$ cat config.mk
export PLATFORM = sky130hd
export DESIGN_NAME = sdpc_root_cell
export DESIGN_NICKNAME = d
export VERILOG_FILES = /design/src/rtl/sdpc_pkg.sv /design/src/rtl/sdpc_root_cell.sv
export SDC_FILE = /design/constraint.sdc
export NUM_CORES = 1
export LEC_CHECK = 0
export ABC_AREA = 1
export BUFFER_PORTS_ARGS = -buffer_cell sky130_fd_sc_hd__buf_2
export CAP_MARGIN = 20
export CORE_AREA = 3 3 581 583
export DETAILED_ROUTE_END_ITERATION = 12
export DIE_AREA = 0 0 584 586
export SLEW_MARGIN = 10
export SYNTH_ARGS = -nofsm -noshare
export SYNTH_HDL_FRONTEND = slang
export SYNTH_SLANG_ARGS = --single-unit
$ cat constraint.sdc
create_clock -name clk -period 0.93 [get_ports clk]
set_clock_uncertainty 0.15 [all_clocks]
set_input_delay 0.093 -clock clk [delete_from_list [all_inputs] [get_ports clk]]
set_output_delay 0.093 -clock clk [all_outputs]
set_load 0.03 [all_outputs]
$ cat src/rtl/sdpc_pkg.sv
// types and constants shared by the droplet pair coalescence pipeline
package sdpc_pkg;

	localparam int MULT_W      = 48;
	localparam int RAD_W       = 32;
	localparam int MASS_W      = 48;
	localparam int PROB_W      = 40;
	localparam int FRAC_W      = 16;
	localparam int GAM_W       = 25;
	localparam int PROD_W      = MULT_W + GAM_W;
	localparam int SQ_W        = 2 * RAD_W;
	localparam int CUBE_W      = 3 * RAD_W;
	localparam int SUM_W       = CUBE_W + GAM_W;
	localparam int GAM_STEPS   = GAM_W;
	localparam int ROOT_STEPS  = RAD_W;
	localparam int PREP_STAGES = 6;

	localparam logic [MASS_W-1:0] MASS_MAX = '1;

	typedef struct packed {
		logic [MULT_W-1:0] first_multiplicity;
		logic [MULT_W-1:0] second_multiplicity;
		logic [RAD_W-1:0]  first_radius;
		logic [RAD_W-1:0]  second_radius;
		logic [MASS_W-1:0] first_solute_mass;
		logic [MASS_W-1:0] second_solute_mass;
		logic [PROB_W-1:0] coalescence_probability;
		logic [FRAC_W-1:0] random_fraction;
	} in_t;

	typedef struct packed {
		logic [MULT_W-1:0] new_first_multiplicity;
		logic [MULT_W-1:0] new_second_multiplicity;
		logic [RAD_W-1:0]  new_first_radius;
		logic [RAD_W-1:0]  new_second_radius;
		logic [MASS_W-1:0] new_first_solute_mass;
		logic [MASS_W-1:0] new_second_solute_mass;
		logic              first_became_null;
		logic [MASS_W-1:0] coalesced_count;
	} out_t;

	// gamma search state handed from cell to cell
	typedef struct packed {
		in_t               d;
		logic [GAM_W-1:0]  g0;
		logic [GAM_W-1:0]  g;
		logic [PROD_W-1:0] prod;
	} gam_t;

	// cube root state handed from cell to cell
	typedef struct packed {
		in_t               d;
		logic [GAM_W-1:0]  gam;
		logic [MULT_W-1:0] used;
		logic [MASS_W-1:0] nm;
		logic [SUM_W-1:0]  s;
		logic [RAD_W-1:0]  res;
		logic [SQ_W-1:0]   sq;
		logic [CUBE_W-1:0] cube;
	} root_t;

endpackage

$ cat src/rtl/sdpc_root_cell.sv
// one bit of the floor cube root, with running square and cube
module sdpc_root_cell import sdpc_pkg::*; #(
	parameter int BIT = 0
) (
	input  logic  clk,
	input  logic  arst_n,
	input  logic  en,
	input  logic  in_valid,
	input  root_t d,
	output logic  valid_q,
	output root_t q
);

	localparam int CW = CUBE_W + 2;

	logic [RAD_W-1:0] cand;
	logic [CW-1:0]    ccube;
	logic [CW-1:0]    sq3;
	logic [CW-1:0]    res3;
	logic             take;
	root_t            nxt;

	always_comb begin
		cand  = d.res | (RAD_W'(1) << BIT);
		sq3   = CW'(d.sq) + (CW'(d.sq) << 1);
		res3  = CW'(d.res) + (CW'(d.res) << 1);
		ccube = CW'(d.cube) + (sq3 << BIT) + (res3 << (2*BIT)) + (CW'(1) << (3*BIT));
		take  = SUM_W'(ccube) <= d.s;
		nxt   = d;
		if (take) begin
			nxt.res  = cand;
			nxt.sq   = d.sq + (SQ_W'(d.res) << (BIT+1)) + (SQ_W'(1) << (2*BIT));
			nxt.cube = ccube[CUBE_W-1:0];
		end
	end

	always_ff @(posedge clk or negedge arst_n) begin
		if (!arst_n) begin
			valid_q <= 1'b0;
		end else if (en) begin
			valid_q <= in_valid;
		end
	end

	always_ff @(posedge clk) begin
		if (en) begin
			q <= nxt;
		end
	end

endmodule

==> results of run 1 <==
==> through the flow <==
stage | worst slack, ns | area [um2] | total power (W) | setup TNS (ns)
5_1_grt | -4.61 | 92400 | 0.212 | -1801.59
2_1_floorplan | -4.16 | 43900 | 0.0810 | -659.57
3_3_place_gp | -6.12 | 71500 | 0.142 | -1222.91
4_1_cts | -4.31 | 90300 | 0.198 | -1744.08
6_report | -4.48 | 92500 | 0.203 | -1685.50
3_5_place_dp | -6.14 | 71500 | 0.142 | -1222.03
==> report_power, final <==
part | leakage [nW] | switching [W] | internal (W)
Clock | 1.61 | 0.0178 | 0.0234
Combinational | 33.5 | 0.0628 | 0.0526
Sequential | 7.31 | 0.00358 | 0.0426
==> routing by layer <==
layer / wire length, um / share of wire (%)
met4: 32500 / 8.3
met3: 31200 / 7.9
met1: 137000 / 35
met2: 191000 / 49
met5: 469 / 0.12
==> registers in the layout, summed over array words and instances (netlist names) <==
| name | cells |
|---|---|
| valid_q | 1 |
| q | 746 |
==> how the worst min path moves through the flow <==
stage | from | end | slack, ns | cells past startpoint
CTS | d[96] | q[96] | -0.47 | 4
global placement | arst_n | valid_q | -0.27 | 1
global route | d[96] | q[96] | -0.42 | 4
finish | d[96] | q[96] | -0.39 | 4
floorplan | arst_n | valid_q | -0.35 | 0
detailed placement | arst_n | valid_q | -0.26 | 1
==> final cells by class <==
class	instances	area, um2
Tap cell	4387	5490
Inverter	841	3210
Multi-Input combinational cell	3001	21100
Antenna cell	113	283
Clock buffer	112	2590
Sequential cell	747	22400
Fill cell	35100	241000
Timing Repair Buffer	4044	36700
Clock inverter	70	769
==> cell families (layout without fill, tap and decap cells) <==
group | count (synthesis) | after routing | synth area share, %
AOI/OAI and AO/OA | 265 | 265 | 3.23
xor gates and xnor gates | 84 | 84 | 1.70
adders and majority gates | 394 | 394 | 13.6
buffers and inverters | 888 | 5067 | 8.01
DFF | 747 | 747 | 51.9
muxes | 1 | 1 | 0.0260
other | 0 | 113 | 0
and+or+nand+nor | 2256 | 2257 | 21.6
==> placed cells by master (no fill, tap or decap), types with 11 or more instances in the layout <==
cell type,n
a21oi_1,125
buf_12,429
buf_2,1123
buf_4,1178
buf_6,54
bufinv_16,11
clkbuf_16,111
clkinv_1,12
clkinv_2,12
clkinvlp_4,17
diode_2,113
dlygate4sd3_1,1230
edfxtp_1,746
fa_1,121
ha_1,195
ha_4,69
inv_1,756
inv_2,70
nand2_1,1113
nand2_2,194
nand2_4,79
nand3_1,187
nand3_2,106
nand3_4,20
nand3b_1,15
nand4_1,76
nor2_1,300
nor2_2,19
nor2_4,39
nor3_1,45
nor3_4,13
nor4_1,18
o21ai_0,54
o21ai_1,16
o21ai_2,24
o21bai_1,13
xor2_1,64
==> repair_timing <==
item                                    4_1_cts  5_1_grt
pin swaps                                   197      227
gates resized for setup                     496      378
endpoints found under the hold margin      1494       31
endpoints found under the setup margin      908     1786
gates cloned                                  8       12
buffers inserted                             85       43
==> critical path: cells and delay by family <==
family,cells,cell delay (ns)
adders and majority gates,5,2.40
and+or+nand+nor,17,2.28
buffers and inverters,9,0.90
AOI/OAI and AO/OA,1,0.06
==> results.ini, run 1 <==
[timing]
tightest_slew_ns = 0.981
timing.hold.ws_ns = -0.392
timing.fmax_mhz = 185
hold_viol_final = 12
setup_viol = 1874
rsz0062_at_grt = true
worst_slack_ns = -4.48
period_share_pct = 582
drv_slew = 0
fin_crit_ns = 5.41
max_slew_margin_pct = 34.4

[power_and_ir_drop]
powerDensity_mw_per_mm2 = 2190
power.leakage_nw = 42.4
ir_drop_uv = 1540

[status]
run_status = finished with violations
failed_checks = hold timing, setup timing

[setup_path]
cp_slowest_cell = fa_1
startpoint_type = input port
endpoint_kind = register
timing.critical_path.mode_cell = inv_2
r2r_end = valid_q
reg2reg_from = valid_q
arrival_ns = 5.80
crit_type = input port to register
worst_path_largest_cell_delay_ns = 0.60
cp_max_fo = 6
ff2ff_path_depth = 1
startpoint = d[30]
endpoint = q[24]
rrSetupSlack_ns = 0.01
worstPathRequired_ns = 1.32

[drt]
drc = 0
routedWlPerCell_um = 29.5
via_per_inst = 3.89
dr.pass1.iters = 7
first_iter_violations = 3841
vias = 51800
ant_nets = 0
wl_um = 393000

[synthesis]
synth_top_area_share_pct = 51.8
ys_seq_area_share_pct = 51.9
synthArstFlopShare_pct = 0.134
syn_area_mm2 = 0.0432
yosys_warnings = 0
yosysMostFrequentCell = nand2_1
yosysTopAreaCell = edfxtp_1
yosys_most_used_dff = edfxtp_1
synth_common_cells = nand2_1 (1,385), inv_1 (838), edfxtp_1 (746)
syn_area_per_cell_um2 = 9.33
ys_seq_elements = 747
netlist_instances = 4635
synth_nets = 5779
synth-edff-count = 746
synth.area.top_cells = edfxtp_1 (52%), nand2_1 (12%), ha_1 (7.7%), inv_1 (7.3%), fa_1 (5.9%)
synth_cell_type_count = 39

[final_layout]
area_growth_syn_to_layout_pct = 114
layout-drive-gt1-share_pct = 41.9
fin_util_pct = 27.8
instances_no_fill = 13300
layout.nets = 9881

[clock_network]
cts_tree = built
clkSlewWorstSetupHoldPaths_ns = 0.06
ctsHtreeMaxLevel = 3
numCtsBuffers = 102
cts_max_path_buffers = 4
cts_root_buffer = clkbuf_16
cts_hold_buf = 1230
insertion_delay_ns = 0.78
cts_sinks = 747

[global_routing]
met3_usage_pct = 5.75
grt_busiest_layer = met2
grt_use_total_pct = 21.8
grt_use_met1_pct = 23.1
grt_pass1_vias = 52000
grtUsageMet2_pct = 38.2
antenna_found_initial = 229
grt_max_degree = 38
grt_pass1_wl_um = 492000
grt_overflow = 0

[job]
drv_cap = 0

[placement]
dpl.hpwl_um = 331000
dp.cells = 11700
numPortBuffers = 1496
gp_congestion = 0.983

[floorplan]
die_y_um = 586
core-area_mm2 = 0.333
dieWidth_um = 584
die_area_mm2 = 0.342
row_count = 212
ios = 1497
start_util_pct = 13.0

[hold_path]
hold_path.class = input port to register

No activity file was read; power rests on OpenSTA's default activity.
==> inputs of run 2 (changes only) <==
Settings changed: SETUP_SLACK_MARGIN set to 0.05.
==> run 2 against run 1 <==
The flow still finishes with violations (hold timing, setup timing). Final cell count down 0.71%. Wire length about the same. Cell area down 0.81%. Die area unchanged. Worst hold slack worse by 0.0016 ns. Non-clock buffer count is 98 lower. Combinational power is essentially flat. Critical endpoint is now q[67]. Highest routed layer unchanged.
==> results.ini, run 2 (synthesized netlist as in run 1, its figures left out) <==
[hold_path]
whs_endpoint = q[96]
whs_path_depth = 4  ; unchanged
hold_path.class = input port to register
worstHoldStart = d[96]

[floorplan]
row_count = 212  ; unchanged
die_y_um = 586  ; unchanged
die_area_mm2 = 0.342  ; unchanged
start_util_pct = 13.0  ; unchanged
dieWidth_um = 584  ; unchanged
core-area_mm2 = 0.333  ; unchanged
ios = 1497  ; unchanged

[job]
drv_cap = 0  ; unchanged

[setup_path]
arrival_ns = 5.82  ; +0.02 ns
timing.critical_path.mode_cell = nand2_2
endpoint_kind = register
worstPathRequired_ns = 1.32  ; about the same
startpoint_type = input port
cp_slowest_cell = fa_2
ff2ff_path_depth = 1  ; unchanged
r2r_end = valid_q
rrSetupSlack_ns = 0.02  ; about the same
startpoint = d[20]
crit_type = input port to register
worst_path_largest_cell_delay_ns = 0.63  ; +0.03 ns
cp_max_fo = 7  ; +1
reg2reg_from = valid_q

[drt]
dr.pass1.iters = 7  ; unchanged
routedWlPerCell_um = 29.7  ; +0.73%
vias = 51600  ; -0.42%
first_iter_violations = 3931  ; +2.3%
via_per_inst = 3.90  ; +0.29%
wl_um = 393000  ; about the same
ant_nets = 0  ; unchanged
drc = 0  ; unchanged

[status]
failed_checks = hold timing, setup timing
run_status = finished with violations

[timing]
timing.fmax_mhz = 184  ; -0.31%
timing.hold.ws_ns = -0.393  ; -0.00161 ns
setup_viol = 1764  ; -5.9%
period_share_pct = 583  ; +1.8 points
drv_slew = 0  ; unchanged
worst_slack_ns = -4.50  ; -0.0168 ns
hold_viol_final = 66  ; +54
max_slew_margin_pct = 38.8  ; +4.4 points
rsz0062_at_grt = true
tightest_slew_ns = 0.915  ; -0.0660 ns
fin_crit_ns = 5.43  ; +0.0168 ns

[final_layout]
layout.nets = 9782  ; -1.0%
final_cell_area_mm2 = 0.0917  ; -0.81%
largest_reg_flops = 746  ; unchanged
largest-register = q
layout_common_cells = buf_4 (1,170), dlygate4sd3_1 (1,135), buf_2 (1,123)
fillers = 35200  ; +0.29%
layout_commonest_cell = buf_4
layout-drive-gt1-share_pct = 43.1  ; +1.2 points
area_growth_syn_to_layout_pct = 112
top_regs = q (746), valid_q (1)

[clock_network]
clkSlewWorstSetupHoldPaths_ns = 0.06  ; about the same
cts_sinks = 747  ; unchanged
insertion_delay_ns = 0.78  ; about the same
cts_root_buffer = clkbuf_16
cts_max_path_buffers = 4  ; unchanged
cts_tree = built
ctsHtreeMaxLevel = 3  ; unchanged
numCtsBuffers = 102  ; unchanged

[power_and_ir_drop]
powerDensity_mw_per_mm2 = 2200  ; +0.28%
ir_drop_uv = 1550  ; +0.62%
power.total_w = 0.202  ; -0.53%
power.leakage_nw = 42.0  ; -0.97%

[global_routing]
grt_pass1_vias = 51600  ; -0.79%
grt_use_total_pct = 21.8  ; -0.061 points
grt_pass1_wl_um = 490000  ; -0.41%
grt_max_degree = 38  ; unchanged
antenna_found_initial = 233  ; +1.7%
grt_overflow = 0  ; unchanged

[placement]
dpl.hpwl_um = 331000  ; unchanged
numPortBuffers = 1496  ; unchanged
place_area_mm2 = 0.0715  ; unchanged
gp_congestion = 0.983  ; unchanged

-- run 2: area by class of cell --
cell class | instances | area, um2 | area share [%]
flip-flops and latches | 747 | 22400 | 24.4
diodes | 118 | 295 | 0.322
clock buffers | 112 | 2590 | 2.82
multi-input cells | 3000 | 21200 | 23.2
clock inverters | 70 | 769 | 0.839
well taps | 4387 | 5490 | 5.98
inverters | 841 | 3210 | 3.50
repair buffers | 3946 | 35700 | 38.9
-- run 2: worst max-delay path by stage --
stage / endpoint / slack (ns)
finish: q[67] / -4.50
global route: q[67] / -4.62
CTS: q[75] / -4.30
detailed placement: q[146] / -6.14
global placement: q[132] / -6.12
floorplan: q[0] / -4.16
-- run 2: where the power goes --
group          total, W  internal [W]  switching [W]
clock network    0.0412        0.0234         0.0178
logic             0.114        0.0520         0.0623
registers        0.0462        0.0426        0.00357
total             0.202         0.118         0.0837
-- run 2: critical path: cells and delay by family --
family	cells	cell delay, ns
adder cells (fa/ha/maj)	5	2.15
XOR/XNOR	1	0.19
buffers and inverters	11	1.25
AND/OR/NAND/NOR	18	2.10
-- run 2: what timing repair did --
action                                   CTS  global route
cloned                                     9            13
hold buffers                            1134             1
endpoints found under the setup margin   909          1819
endpoints found under the hold margin   1494           115
resized for setup                        533           407
setup buffers                             88            36
pin swaps                                231           177
-- run 2: through the flow --
stage | TNS, ns | util (%) | instances | setup slack [ns]
3_3_place_gp | -1222.91 | 21.5 | 11700 | -6.12
2_1_floorplan | -659.57 | - | 4635 | -4.16
6_report | -1710.56 | 27.5 | 13200 | -4.50
5_1_grt | -1814.85 | 27.5 | 13200 | -4.62
4_1_cts | -1743.81 | 26.9 | 13100 | -4.30
3_5_place_dp | -1222.03 | 21.5 | 11700 | -6.14
-- run 2: routing by layer --
layer  share of wire [%]  wire length, um  up-vias  track usage, %
met5                0.10              412        -               0
met4                 7.9            31000       64            13.7
met3                 7.9            31200      759            5.79
met2                  49           193000     2529            38.4
met1                  35           138000    25000            23.0
li1                    -                -    23300               -
