$ cat src/rtl/sdpc_pkg.sv
// types and constants shared by the droplet pair coalescence pipeline
package sdpc_pkg;

	localparam int MULT_W      = 48;
	localparam int RAD_W       = 32;
	localparam int MASS_W      = 48;
	localparam int PROB_W      = 40;
	localparam int FRAC_W      = 16;
	localparam int GAM_W       = 25;
	localparam int PROD_W      = MULT_W + GAM_W;
	localparam int SQ_W        = 2 * RAD_W;
	localparam int CUBE_W      = 3 * RAD_W;
	localparam int SUM_W       = CUBE_W + GAM_W;
	localparam int GAM_STEPS   = GAM_W;
	localparam int ROOT_STEPS  = RAD_W;
	localparam int PREP_STAGES = 6;

	localparam logic [MASS_W-1:0] MASS_MAX = '1;

	typedef struct packed {
		logic [MULT_W-1:0] first_multiplicity;
		logic [MULT_W-1:0] second_multiplicity;
		logic [RAD_W-1:0]  first_radius;
		logic [RAD_W-1:0]  second_radius;
		logic [MASS_W-1:0] first_solute_mass;
		logic [MASS_W-1:0] second_solute_mass;
		logic [PROB_W-1:0] coalescence_probability;
		logic [FRAC_W-1:0] random_fraction;
	} in_t;

	typedef struct packed {
		logic [MULT_W-1:0] new_first_multiplicity;
		logic [MULT_W-1:0] new_second_multiplicity;
		logic [RAD_W-1:0]  new_first_radius;
		logic [RAD_W-1:0]  new_second_radius;
		logic [MASS_W-1:0] new_first_solute_mass;
		logic [MASS_W-1:0] new_second_solute_mass;
		logic              first_became_null;
		logic [MASS_W-1:0] coalesced_count;
	} out_t;

	// gamma search state handed from cell to cell
	typedef struct packed {
		in_t               d;
		logic [GAM_W-1:0]  g0;
		logic [GAM_W-1:0]  g;
		logic [PROD_W-1:0] prod;
	} gam_t;

	// cube root state handed from cell to cell
	typedef struct packed {
		in_t               d;
		logic [GAM_W-1:0]  gam;
		logic [MULT_W-1:0] used;
		logic [MASS_W-1:0] nm;
		logic [SUM_W-1:0]  s;
		logic [RAD_W-1:0]  res;
		logic [SQ_W-1:0]   sq;
		logic [CUBE_W-1:0] cube;
	} root_t;

endpackage

$ cat src/rtl/sdpc_gamma_cell.sv
// one bit of the capped coalescence count search
module sdpc_gamma_cell import sdpc_pkg::*; #(
	parameter int BIT = 0
) (
	input  logic clk,
	input  logic arst_n,
	input  logic en,
	input  logic in_valid,
	input  gam_t d,
	output logic valid_q,
	output gam_t q
);

	logic [GAM_W-1:0]  cand;
	logic [PROD_W-1:0] cprod;
	logic              take;
	gam_t              nxt;

	always_comb begin
		cand  = d.g | (GAM_W'(1) << BIT);
		cprod = d.prod + (PROD_W'(d.d.second_multiplicity) << BIT);
		take  = (cand <= d.g0) && (cprod <= PROD_W'(d.d.first_multiplicity));
		nxt   = d;
		if (take) begin
			nxt.g    = cand;
			nxt.prod = cprod;
		end
	end

	always_ff @(posedge clk or negedge arst_n) begin
		if (!arst_n) begin
			valid_q <= 1'b0;
		end else if (en) begin
			valid_q <= in_valid;
		end
	end

	always_ff @(posedge clk) begin
		if (en) begin
			q <= nxt;
		end
	end

endmodule

$ cat config.mk
export PLATFORM = sky130hd
export DESIGN_NAME = sdpc_gamma_cell
export DESIGN_NICKNAME = d
export VERILOG_FILES = /design/src/rtl/sdpc_pkg.sv /design/src/rtl/sdpc_gamma_cell.sv
export SDC_FILE = /design/constraint.sdc
export NUM_CORES = 1
export LEC_CHECK = 0
export BUFFER_PORTS_ARGS = -buffer_cell sky130_fd_sc_hd__buf_2
export CORE_AREA = 4 4 338 340
export DETAILED_ROUTE_END_ITERATION = 12
export DIE_AREA = 0 0 342 344
export PLACE_DENSITY = 0.34
export SETUP_SLACK_MARGIN = 0.4
export SYNTH_ARGS = -nofsm -noshare
export SYNTH_HDL_FRONTEND = slang
export SYNTH_SLANG_ARGS = --single-unit
$ cat constraint.sdc
create_clock -name clk -period 1.95 [get_ports clk]
set_input_delay 0.39 -clock clk [delete_from_list [all_inputs] [get_ports clk]]
set_output_delay 0.39 -clock clk [all_outputs]
set_load 0.02 [all_outputs]
==> flow_metrics.py, run 1 <==
metrics = {
    "detailed_routing": {
        "drt-total-wl_mm": 109,
        "vias": 18900,
        "viasPerCell": 4.03,
        "wl_per_cell_um": 23.1,
        "ant_nets": 0,
        "drc_errors": 0,
        "first_pass_iters": 7,
        "first_iter_violations": 735,
    },
    "worst_setup_path": {
        "worst_ep_required_time_ps": 2340,
        "cp-start-kind": "input pin",
        "cp_max_fo": 9,
        "arrival_ps": 5560,
        "critPathCaptureType": "flop",
        "path_class": "in -> reg",
    },
    "clock_network": {
        "clockBufferDepth": 3,
        "cts.sinks": 436,
        "cts_tree": "built",
        "clockRootBuffer": "clkbuf_16",
        "cts.htree.levels": 2,
        "cts_buffers": 54,
        "clock_latency_ps": 650,
        "clkTransAtPathRegs_ps": 60,
    },
    "power": {
        "power_leakage_uw": 0.0165,
        "power.internal_uw": 22000,
        "power_frac_comb_pct": 26.0,
        "power.share.switching_pct": 28.3,
        "p_clk_share_pct": 36.6,
        "ir_worst_vdd_mv": 0.689,
        "power.share.sequential_pct": 37.5,
        "p_switching_uw": 8680,
        "cellPowerDensity_nw_per_um2": 807,
    },
    "timing": {
        "worst_pin_slew_ps": 681,
        "fin_skew_ps": 0,
        "setup_slack_ps": -3220,
        "fin_crit_ps": 5170,
        "final_hold_viol_count": 0,
        "post-route-period-util_pct": 265,
        "setup_viol": 74,
        "rsz0062_at_grt": "yes",
        "slew_headroom_pct": 54.6,
        "whs_ps": 37.7,
        "fmax_ghz": 0.194,
        "drv_slew": 0,
    },
    "cells_and_area": {
        "stdcell_count": 4703,
        "final_nets": 3706,
        "nFillCells": 11300,
        "syn_to_final_growth_pct": 91.8,
        "multiInputGateArea_um2": 6750,
        "seq_area_um2": 13100,
        "layout-drive-gt1-share_pct": 50.0,
    },
    "floorplanning": {
        "std_cell_rows": 123,
        "core-area_um2": 112000,
        "chipHeight_um": 344,
        "ios": 875,
        "start_util_pct": 17.8,
        "die_w_um": 342,
        "die_area_um2": 118000,
    },
    "worst_hold_path": {
        "hold_path_class": "in -> reg",
    },
    "placed_design": {
        "dp_cells": 4240,
        "place.gp.congestion": 0.888,
        "hpwlAfterDp_mm": 88.8,
        "portBuffers": 874,
    },
    "global_route": {
        "met2_usage_pct": 33.4,
        "grt_util_all_layers_pct": 17.3,
        "grt_pass1_vias": 20100,
        "grt-busiest-layer": "met2",
        "grt_pass1_wl_mm": 147,
        "grt_use_met3_pct": 4.16,
        "met1_usage_pct": 19.1,
        "globalRouteOverflowTotal": 0,
        "antenna_found_initial": 40,
        "grt_max_degree": 49,
    },
    "yosys": {
        "synth_top_area_share_pct": 65.9,
        "synth_seq_cells": 436,
        "netlist_area_um2": 19800,
        "avgSynthCellArea_um2": 14.0,
        "synthArstFlopShare_pct": 0.229,
        "synthesis.instances": 1412,
        "post_synth_num_cell_types": 78,
        "syn_nets": 1972,
        "synth_edf_count": 435,
        "yosysSeqAreaShare_pct": 66.0,
        "yosysTopAreaCell": "edfxtp_1",
        "ys.warnings.count": 0,
        "ys.flop_type": "edfxtp_1",
        "synth_area_leaders": "edfxtp_1 (66%), ha_1 (7.6%), a21oi_1 (2.6%)",
    },
    "run_status": {
        "status": "finished, violations left",
        "violations": "negative setup slack",
    },
    "run": {
        "cap_violations": 0,
    },
}
[cells in the mapped netlist, drive strengths merged (14+ instances only)]
cell type / number
xor2: 21
clkbuf: 23
o21ai: 60
nor3: 20
a31oi: 16
nor2: 62
inv: 94
ha: 120
nand3: 37
a21o: 14
nand4: 52
nand2: 82
a21oi: 107
and2: 19
mux2: 50
edfxtp: 435
xnor2: 28
[worst max-delay path, cell delays in order]
cell and delay (ps):
buf_2 110, ha_1 370, nand2_2 130, or4_1 600, o21ai_4 220, o22ai_2 150, buf_4 180, nor4_1 240
buf_4 190, nor3_1 50, o21ai_0 120, xor2_1 430, ha_1 250, nand4_1 100, nor4_1 180, nand2_1 170
o22ai_4 180, a21oi_4 70, nor4_4 320, nand3_2 120, nor3_4 180, nand3_4 100, buf_12 170, clkbuf_16 190
mux2_4 300
[power groups by stage]
stage | registers (uW) | logic (uW) | clock network (uW)
6_report | 11500 | 7970 | 11200
3_5_place_dp | 11500 | 6570 | 0
3_3_place_gp | 11500 | 6590 | 0
5_1_grt | 11600 | 8510 | 12000
4_1_cts | 11400 | 7670 | 11600
2_1_floorplan | 12500 | 1650 | 0
[metrics by stage]
stage / total power, uW / utilization, % / setup TNS [ps] / area (um2) / worst slack, ps
6_report: 30700 / 34.1 / -232760 / 38000 / -3220
4_1_cts: 30700 / 32.9 / -233150 / 36800 / -3220
2_1_floorplan: 14200 / - / -243610 / 19900 / -3430
5_1_grt: 32100 / 34.1 / -248920 / 38000 / -3420
3_5_place_dp: 18100 / 26.7 / -324680 / 29800 / -4490
3_3_place_gp: 18100 / 26.7 / -322200 / 29800 / -4440
[path summary, 6_finish.rpt]
check,from,end,slack (ps),cells past startpoint
max in group asynchronous,arst_n,valid_q,1800,2
min in group asynchronous,arst_n,valid_q,70,2
min reg2reg,valid_q,valid_q,560,1
max,d[344],q[40],-3220,25
max reg2reg,valid_q,valid_q,1180,1
min,d[386],q[386],40,1
[placed cells by master, fill, tap and decap left out, types with 9 or more instances in the layout]
cell / count
diode_2: 11
nor3_1: 19
nand2_1: 80
o21a_1: 11
ha_1: 116
edfxtp_1: 435
xor2_1: 17
o21ai_0: 40
a21o_1: 14
o21bai_1: 9
bufinv_16: 13
a211oi_1: 9
buf_4: 487
inv_1: 92
nor4_1: 9
buf_2: 528
clkinv_1: 9
mux2_4: 48
a21oi_2: 12
xnor2_1: 24
o211ai_1: 11
o21ai_1: 15
buf_12: 13
nand3_1: 35
nor2_1: 61
clkbuf_16: 57
buf_6: 347
dlygate4sd3_1: 332
a21oi_1: 94
nand4_1: 52
and2_1: 19
[cell type report]
cell class	count	area share [%]
Sequential cell	436	34.4
Clock buffer	60	3.67
Tap cell	1500	4.94
Timing Repair Buffer	1714	36.7
Antenna cell	11	0.0724
Inverter	94	0.928
Multi-Input combinational cell	846	17.7
Clock inverter	42	1.58
[cell families (layout without fill, tap and decap cells)]
logic type                 count (synthesis)  after routing  share of synthesized area [%]
DFF                                      436            436                           66.0
and+or+nand+nor                          325            325                           8.30
AOI/OAI and AO/OA                        297            297                           9.60
buffers and inverters                    130           1910                           2.65
adders and majority gates                121            121                           7.67
muxes                                     54             54                           3.61
xor gates and xnor gates                  49             49                           2.16
other                                      0             11                              0
[state kept, by name, summed over array words and instances (netlist names)]
name     count
q          435
valid_q      1
[metal layers]
layer | part of all wire (%) | up-vias
met5 | 0.14 | -
met4 | 2.3 | 24
met3 | 6.7 | 141
met2 | 54 | 600
met1 | 37 | 9236
li1 | - | 8936
[what timing repair did]
action	in CTS	in global routing
pin swaps	15	16
hold endpoints to repair	332	0
gates cloned	1	3
gates resized for setup	470	337
setup endpoints to repair	510	509
setup buffers	5	9
hold buffers	332	0
Note: power is estimated with default switching activity, not from simulation.
==> run 2: changes to the inputs <==
--- a/config.mk
+++ b/config.mk
@@ -10,6 +10,7 @@
 export DETAILED_ROUTE_END_ITERATION = 12
 export DIE_AREA = 0 0 342 344
 export PLACE_DENSITY = 0.34
+export RECOVER_POWER = 50
 export SETUP_SLACK_MARGIN = 0.4
 export SYNTH_ARGS = -nofsm -noshare
 export SYNTH_HDL_FRONTEND = slang
==> flow_metrics.py, run 2 (same netlist as run 1, synthesis figures left out) <==
metrics = {
    "global_route": {
        "grt_util_all_layers_pct": 17.3,
        "grt_pass1_vias": 20100,
        "antenna_found_initial": 36,
        "grt_pass1_wl_mm": 147,
        "globalRouteOverflowTotal": 0,
        "grt_max_degree": 49,
    },
    "floorplanning": {
        "chipHeight_um": 344,
        "die_w_um": 342,
        "std_cell_rows": 123,
        "ios": 875,
        "start_util_pct": 17.8,
        "die_area_um2": 118000,
        "core-area_um2": 112000,
    },
    "timing": {
        "rsz0062_at_grt": "yes",
        "fin_skew_ps": 0,
        "post-route-period-util_pct": 264,
        "fin_tns_setup_ps": -232780,
        "slew_headroom_pct": 0.301,
        "drv_slew": 0,
        "final_hold_viol_count": 0,
        "worst_pin_slew_ps": 1500,
        "setup_viol": 104,
        "setup_slack_ps": -3210,
        "fin_crit_ps": 5160,
        "fmax_ghz": 0.194,
    },
    "worst_setup_path": {
        "worst-path-buf-inv": 5,
        "slowest_stage": "or4_1",
        "critPathCaptureType": "flop",
        "arrival_ps": 5550,
        "path_class": "in -> reg",
        "critical-path-max-stage-delay_ps": 600,
        "worst_ep_required_time_ps": 2350,
        "path_delay_family": "simple AND/OR/NAND/NOR gates",
        "cp-start-kind": "input pin",
        "cp_max_fo": 9,
    },
    "run_status": {
        "violations": "negative setup slack",
        "status": "finished, violations left",
    },
    "power": {
        "cellPowerDensity_nw_per_um2": 811,
        "ir_worst_vdd_mv": 0.686,
        "power_leakage_uw": 0.0161,
    },
    "clock_network": {
        "cts_buffers": 54,
        "clockBufferDepth": 3,
        "cts.sinks": 436,
        "clockRootBuffer": "clkbuf_16",
        "cts.htree.levels": 2,
        "clock_latency_ps": 650,
        "cts_tree": "built",
        "clkTransAtPathRegs_ps": 60,
    },
    "worst_hold_path": {
        "hold_path_class": "in -> async",
    },
    "placed_design": {
        "dp_cells": 4240,
        "portBuffers": 874,
        "dp_slack_ps": -4490,
        "hpwlAfterDp_mm": 88.8,
        "place.gp.congestion": 0.888,
    },
    "detailed_routing": {
        "drc_errors": 0,
        "ant_nets": 0,
        "viasPerCell": 4.03,
        "first_pass_iters": 5,
        "first_iter_violations": 761,
        "wl_per_cell_um": 23.1,
        "vias": 18900,
        "drt-total-wl_mm": 109,
    },
    "cells_and_area": {
        "largest_reg_flops": 435,
        "syn_to_final_growth_pct": 90.4,
        "final_nets": 3706,
        "final_cell_mix": "buf_4 (463), edfxtp_1 (435), buf_2 (408)",
        "layout-drive-gt1-share_pct": 46.1,
        "regMostFlops": "q",
        "final_common_cell": "buf_4",
        "stdcell_count": 4703,
        "top_regs": "q (435), valid_q (1)",
    },
    "run": {
        "cap_violations": 0,
    },
}
[run 2: metal layers]
layer,global-route usage [%],vias to the layer above,share of wire (%)
li1,-,8939,-
met1,19.1,9249,37
met2,33.4,594,54
met3,4.16,135,6.7
met4,4.16,24,2.3
met5,0,-,0.14
[run 2: cell type report]
| cell class | instances | area, um2 |
|---|---|---|
| Multi-Input combinational cell | 846 | 6750 |
| Clock inverter | 42 | 599 |
| Clock buffer | 60 | 1400 |
| Inverter | 94 | 353 |
| Antenna cell | 11 | 27.5 |
| Tap cell | 1500 | 1880 |
| Timing Repair Buffer | 1714 | 13700 |
| Sequential cell | 436 | 13100 |
| Fill cell | 11300 | 73800 |
[run 2: worst paths after layout]
check | startpoint | endpoint | slack, ps | cells after the start
min in group clk | d[12] | q[12] | 70 | 2
min reg2reg | valid_q | valid_q | 560 | 1
max | d[344] | q[40] | -3210 | 25
max reg2reg | valid_q | valid_q | 1170 | 1
max in group asynchronous | arst_n | valid_q | 1790 | 2
min | arst_n | valid_q | 70 | 2
[run 2: through the flow]
stage | hold slack (ps) | total power [uW] | utilization [%] | cell area (um2)
5_1_grt | 26.1 | 32000 | 33.8 | 37700
3_5_place_dp | 166 | 18100 | 26.7 | 29800
3_3_place_gp | 166 | 18100 | 26.7 | 29800
6_report | 66.9 | 30600 | 33.8 | 37800
2_1_floorplan | 94.4 | 14200 | - | 19900
4_1_cts | 0.369 | 30700 | 32.9 | 36800
[run 2: what timing repair did]
action	CTS	global route
pin swaps	15	16
endpoints found under the hold margin	332	0
resized for setup	470	337
hold buffers	332	0
buffers inserted	5	9
cloned	1	3
setup endpoints to repair	510	509
[run 2: power by group]
group	switching (uW)	total (uW)	internal (uW)	leakage (uW)
registers	339	11500	11200	0.00427
logic	4020	7900	3870	0.0109
clock network	4310	11200	6920	0.000960
total	8680	30600	22000	0.0161
==> run 3: changes to the inputs <==
--- a/config.mk
+++ b/config.mk
@@ -6,10 +6,12 @@
 export NUM_CORES = 1
 export LEC_CHECK = 0
 export BUFFER_PORTS_ARGS = -buffer_cell sky130_fd_sc_hd__buf_2
-export CORE_AREA = 4 4 338 340
+export CELL_PAD_IN_SITES_DETAIL_PLACEMENT = 1
+export CELL_PAD_IN_SITES_GLOBAL_PLACEMENT = 1
+export CORE_AREA = 2 2 343 345
 export DETAILED_ROUTE_END_ITERATION = 12
-export DIE_AREA = 0 0 342 344
-export PLACE_DENSITY = 0.34
+export DIE_AREA = 0 0 345 347
+export PLACE_DENSITY = 0.4
 export RECOVER_POWER = 50
 export SETUP_SLACK_MARGIN = 0.4
 export SYNTH_ARGS = -nofsm -noshare
==> constraint.sdc (replaced) <==
create_clock -name clk -period 5.8 [get_ports clk]
set_input_delay 1.16 -clock clk [delete_from_list [all_inputs] [get_ports clk]]
set_output_delay 1.16 -clock clk [all_outputs]
set_load 0.02 [all_outputs]
==> flow_metrics.py, run 3 (same netlist as run 1, synthesis figures left out) <==
metrics = {
    "power": {
        "ir_worst_vdd_mv": 0.228,
        "power.internal_uw": 6490,
        "p_switching_uw": 2850,
        "power.share.switching_pct": 30.5,
        "power.share.sequential_pct": 41.0,
        "p_clk_share_pct": 36.2,
        "cellPowerDensity_nw_per_um2": 305,
        "finalPower_uw": 9340,
        "power_frac_comb_pct": 22.8,
        "power_leakage_uw": 0.0130,
    },
    "placed_design": {
        "dp_slack_ps": -1360,
        "hpwlAfterDp_mm": 91.5,
        "place.gp.congestion": 0.852,
        "portBuffers": 874,
    },
    "floorplanning": {
        "start_util_pct": 17.1,
        "std_cell_rows": 125,
        "die_area_um2": 120000,
        "die_w_um": 345,
        "core-area_um2": 116000,
        "ios": 875,
        "chipHeight_um": 347,
    },
    "run_status": {
        "status": "finished, violations left",
        "violations": "negative setup slack",
    },
    "worst_setup_path": {
        "worst_ep_required_time_ps": 6190,
        "reg2reg_setup_slack_ps": 5060,
        "cp_max_fo": 7,
        "critPathCaptureType": "flop",
        "cp-start-kind": "input pin",
        "arrival_ps": 6500,
        "path_class": "in -> reg",
    },
    "timing": {
        "rsz0062_at_grt": "yes",
        "drv_slew": 0,
        "worst_pin_slew_ps": 941,
        "fmax_ghz": 0.164,
        "fin_crit_ps": 6110,
        "setup_slack_ps": -306,
        "post-route-period-util_pct": 105,
        "final_hold_viol_count": 0,
        "slew_headroom_pct": 37.2,
        "fin_skew_ps": 0,
        "setup_viol": 66,
    },
    "global_route": {
        "grt_util_all_layers_pct": 17.7,
        "grt_pass1_wl_mm": 150,
        "grt_max_degree": 111,
        "antenna_found_initial": 34,
        "globalRouteOverflowTotal": 0,
        "grt_pass1_vias": 18500,
    },
    "detailed_routing": {
        "vias": 17300,
        "ant_nets": 0,
        "viasPerCell": 4.12,
        "drt-total-wl_mm": 110,
        "first_iter_violations": 838,
        "drc_errors": 0,
        "wl_per_cell_um": 26.1,
        "first_pass_iters": 5,
    },
    "cells_and_area": {
        "largest_reg_flops": 435,
        "nFillCells": 13100,
        "top_regs": "q (435), valid_q (1)",
        "final_common_cell": "buf_2",
        "layout-drive-gt1-share_pct": 46.8,
        "final_cell_mix": "buf_2 (732), edfxtp_1 (435), buf_4 (299)",
        "regMostFlops": "q",
        "multiInputGateArea_um2": 6590,
        "syn_to_final_growth_pct": 54.3,
        "final_nets": 3187,
        "seq_area_um2": 13100,
    },
    "clock_network": {
        "cts.sinks": 436,
        "cts_tree": "built",
        "clock_latency_ps": 640,
        "clockRootBuffer": "clkbuf_16",
        "cts.htree.levels": 2,
        "clkTransAtPathRegs_ps": 60,
        "hold_buffers": 0,
        "cts_buffers": 56,
        "clockBufferDepth": 3,
    },
    "run": {
        "cap_violations": 0,
    },
    "worst_hold_path": {
        "hold_path_class": "in -> async",
    },
}
==> run 3: cell count changes in the layout (fill, tap and decap cells not counted), sizes merged <==
cell         previous run  this run
clkinvlp                4         2
clkinv                 21        29
bufinv                 13         3
clkbuf                212       206
dlygate4sd3           332         0
diode                  11         9
inv                    98        96
buf                  1230      1052
==> run 3: final cells by class <==
class	instances	area share (%)
Tap cell	1524	6.23
Clock inverter	36	1.02
Timing Repair Buffer	1193	22.5
Antenna cell	9	0.0736
Inverter	94	1.15
Sequential cell	436	42.8
Clock buffer	65	4.69
Multi-Input combinational cell	846	21.5
==> run 3: power by group through the flow <==
stage / Combinational, uW / Sequential (uW) / Clock [uW]
global placement: 2110 / 3890 / 0
finish: 2130 / 3830 / 3380
floorplan: 554 / 4200 / 0
CTS: 2180 / 3840 / 3510
detailed placement: 2110 / 3900 / 0
global route: 2290 / 3860 / 3600
==> run 3: per-layer routing <==
metal  part of all wire, %  global-route usage (%)  routed length, um
met3                   5.6                    4.18               6170
met2                    55                    34.2              59700
met1                    38                    19.5              41300
met4                   2.0                    3.80               2230
met5                 0.096                       0                105
==> run 3: metrics by stage <==
step	TNS [ps]	instances	hold WS (ps)	cell area (um2)	util, %
2_1_floorplan	-17830	1412	636	19900	-
3_3_place_gp	-87590	4074	485	28300	24.5
3_5_place_dp	-91540	4074	496	28300	24.5
4_1_cts	-14790	4187	227	30500	26.4
5_1_grt	-37810	4195	244	30600	26.4
6_report	-17780	4203	274	30600	26.4
==> run 3: critical path: stages <==
cell	delay (ps)
buf_8	100
ha_4	160
fa_2	390
a211oi_4	300
nor4b_4	80
nor4_2	170
nor2_2	100
a211oi_2	290
o21bai_2	150
buf_6	140
a221oi_4	240
xnor2_2	120
ha_1	320
nand4_1	170
or4_4	530
or3_4	380
o22ai_4	130
a21oi_4	70
nor4_2	240
nand3_1	150
nor3_4	260
nand3_4	150
buf_6	200
clkbuf_16	180
mux2_4	290
==> run 3: final timing paths <==
path                            cells after the start      end     from
worst max-delay path                               25    q[21]     d[0]
worst min-delay path                                1  valid_q   arst_n
worst max register to register                      1  valid_q  valid_q
worst min register to register                      1  valid_q  valid_q
max in group asynchronous                           1  valid_q   arst_n
min in group clk                                    1  valid_q  valid_q
==> run 3: repair_timing <==
action                                  in CTS  in global routing
resized for setup                           65                 22
cloned                                       4                  3
pin swaps                                   21                  6
endpoints found under the setup margin      74                 74
buffers inserted                             8                  4
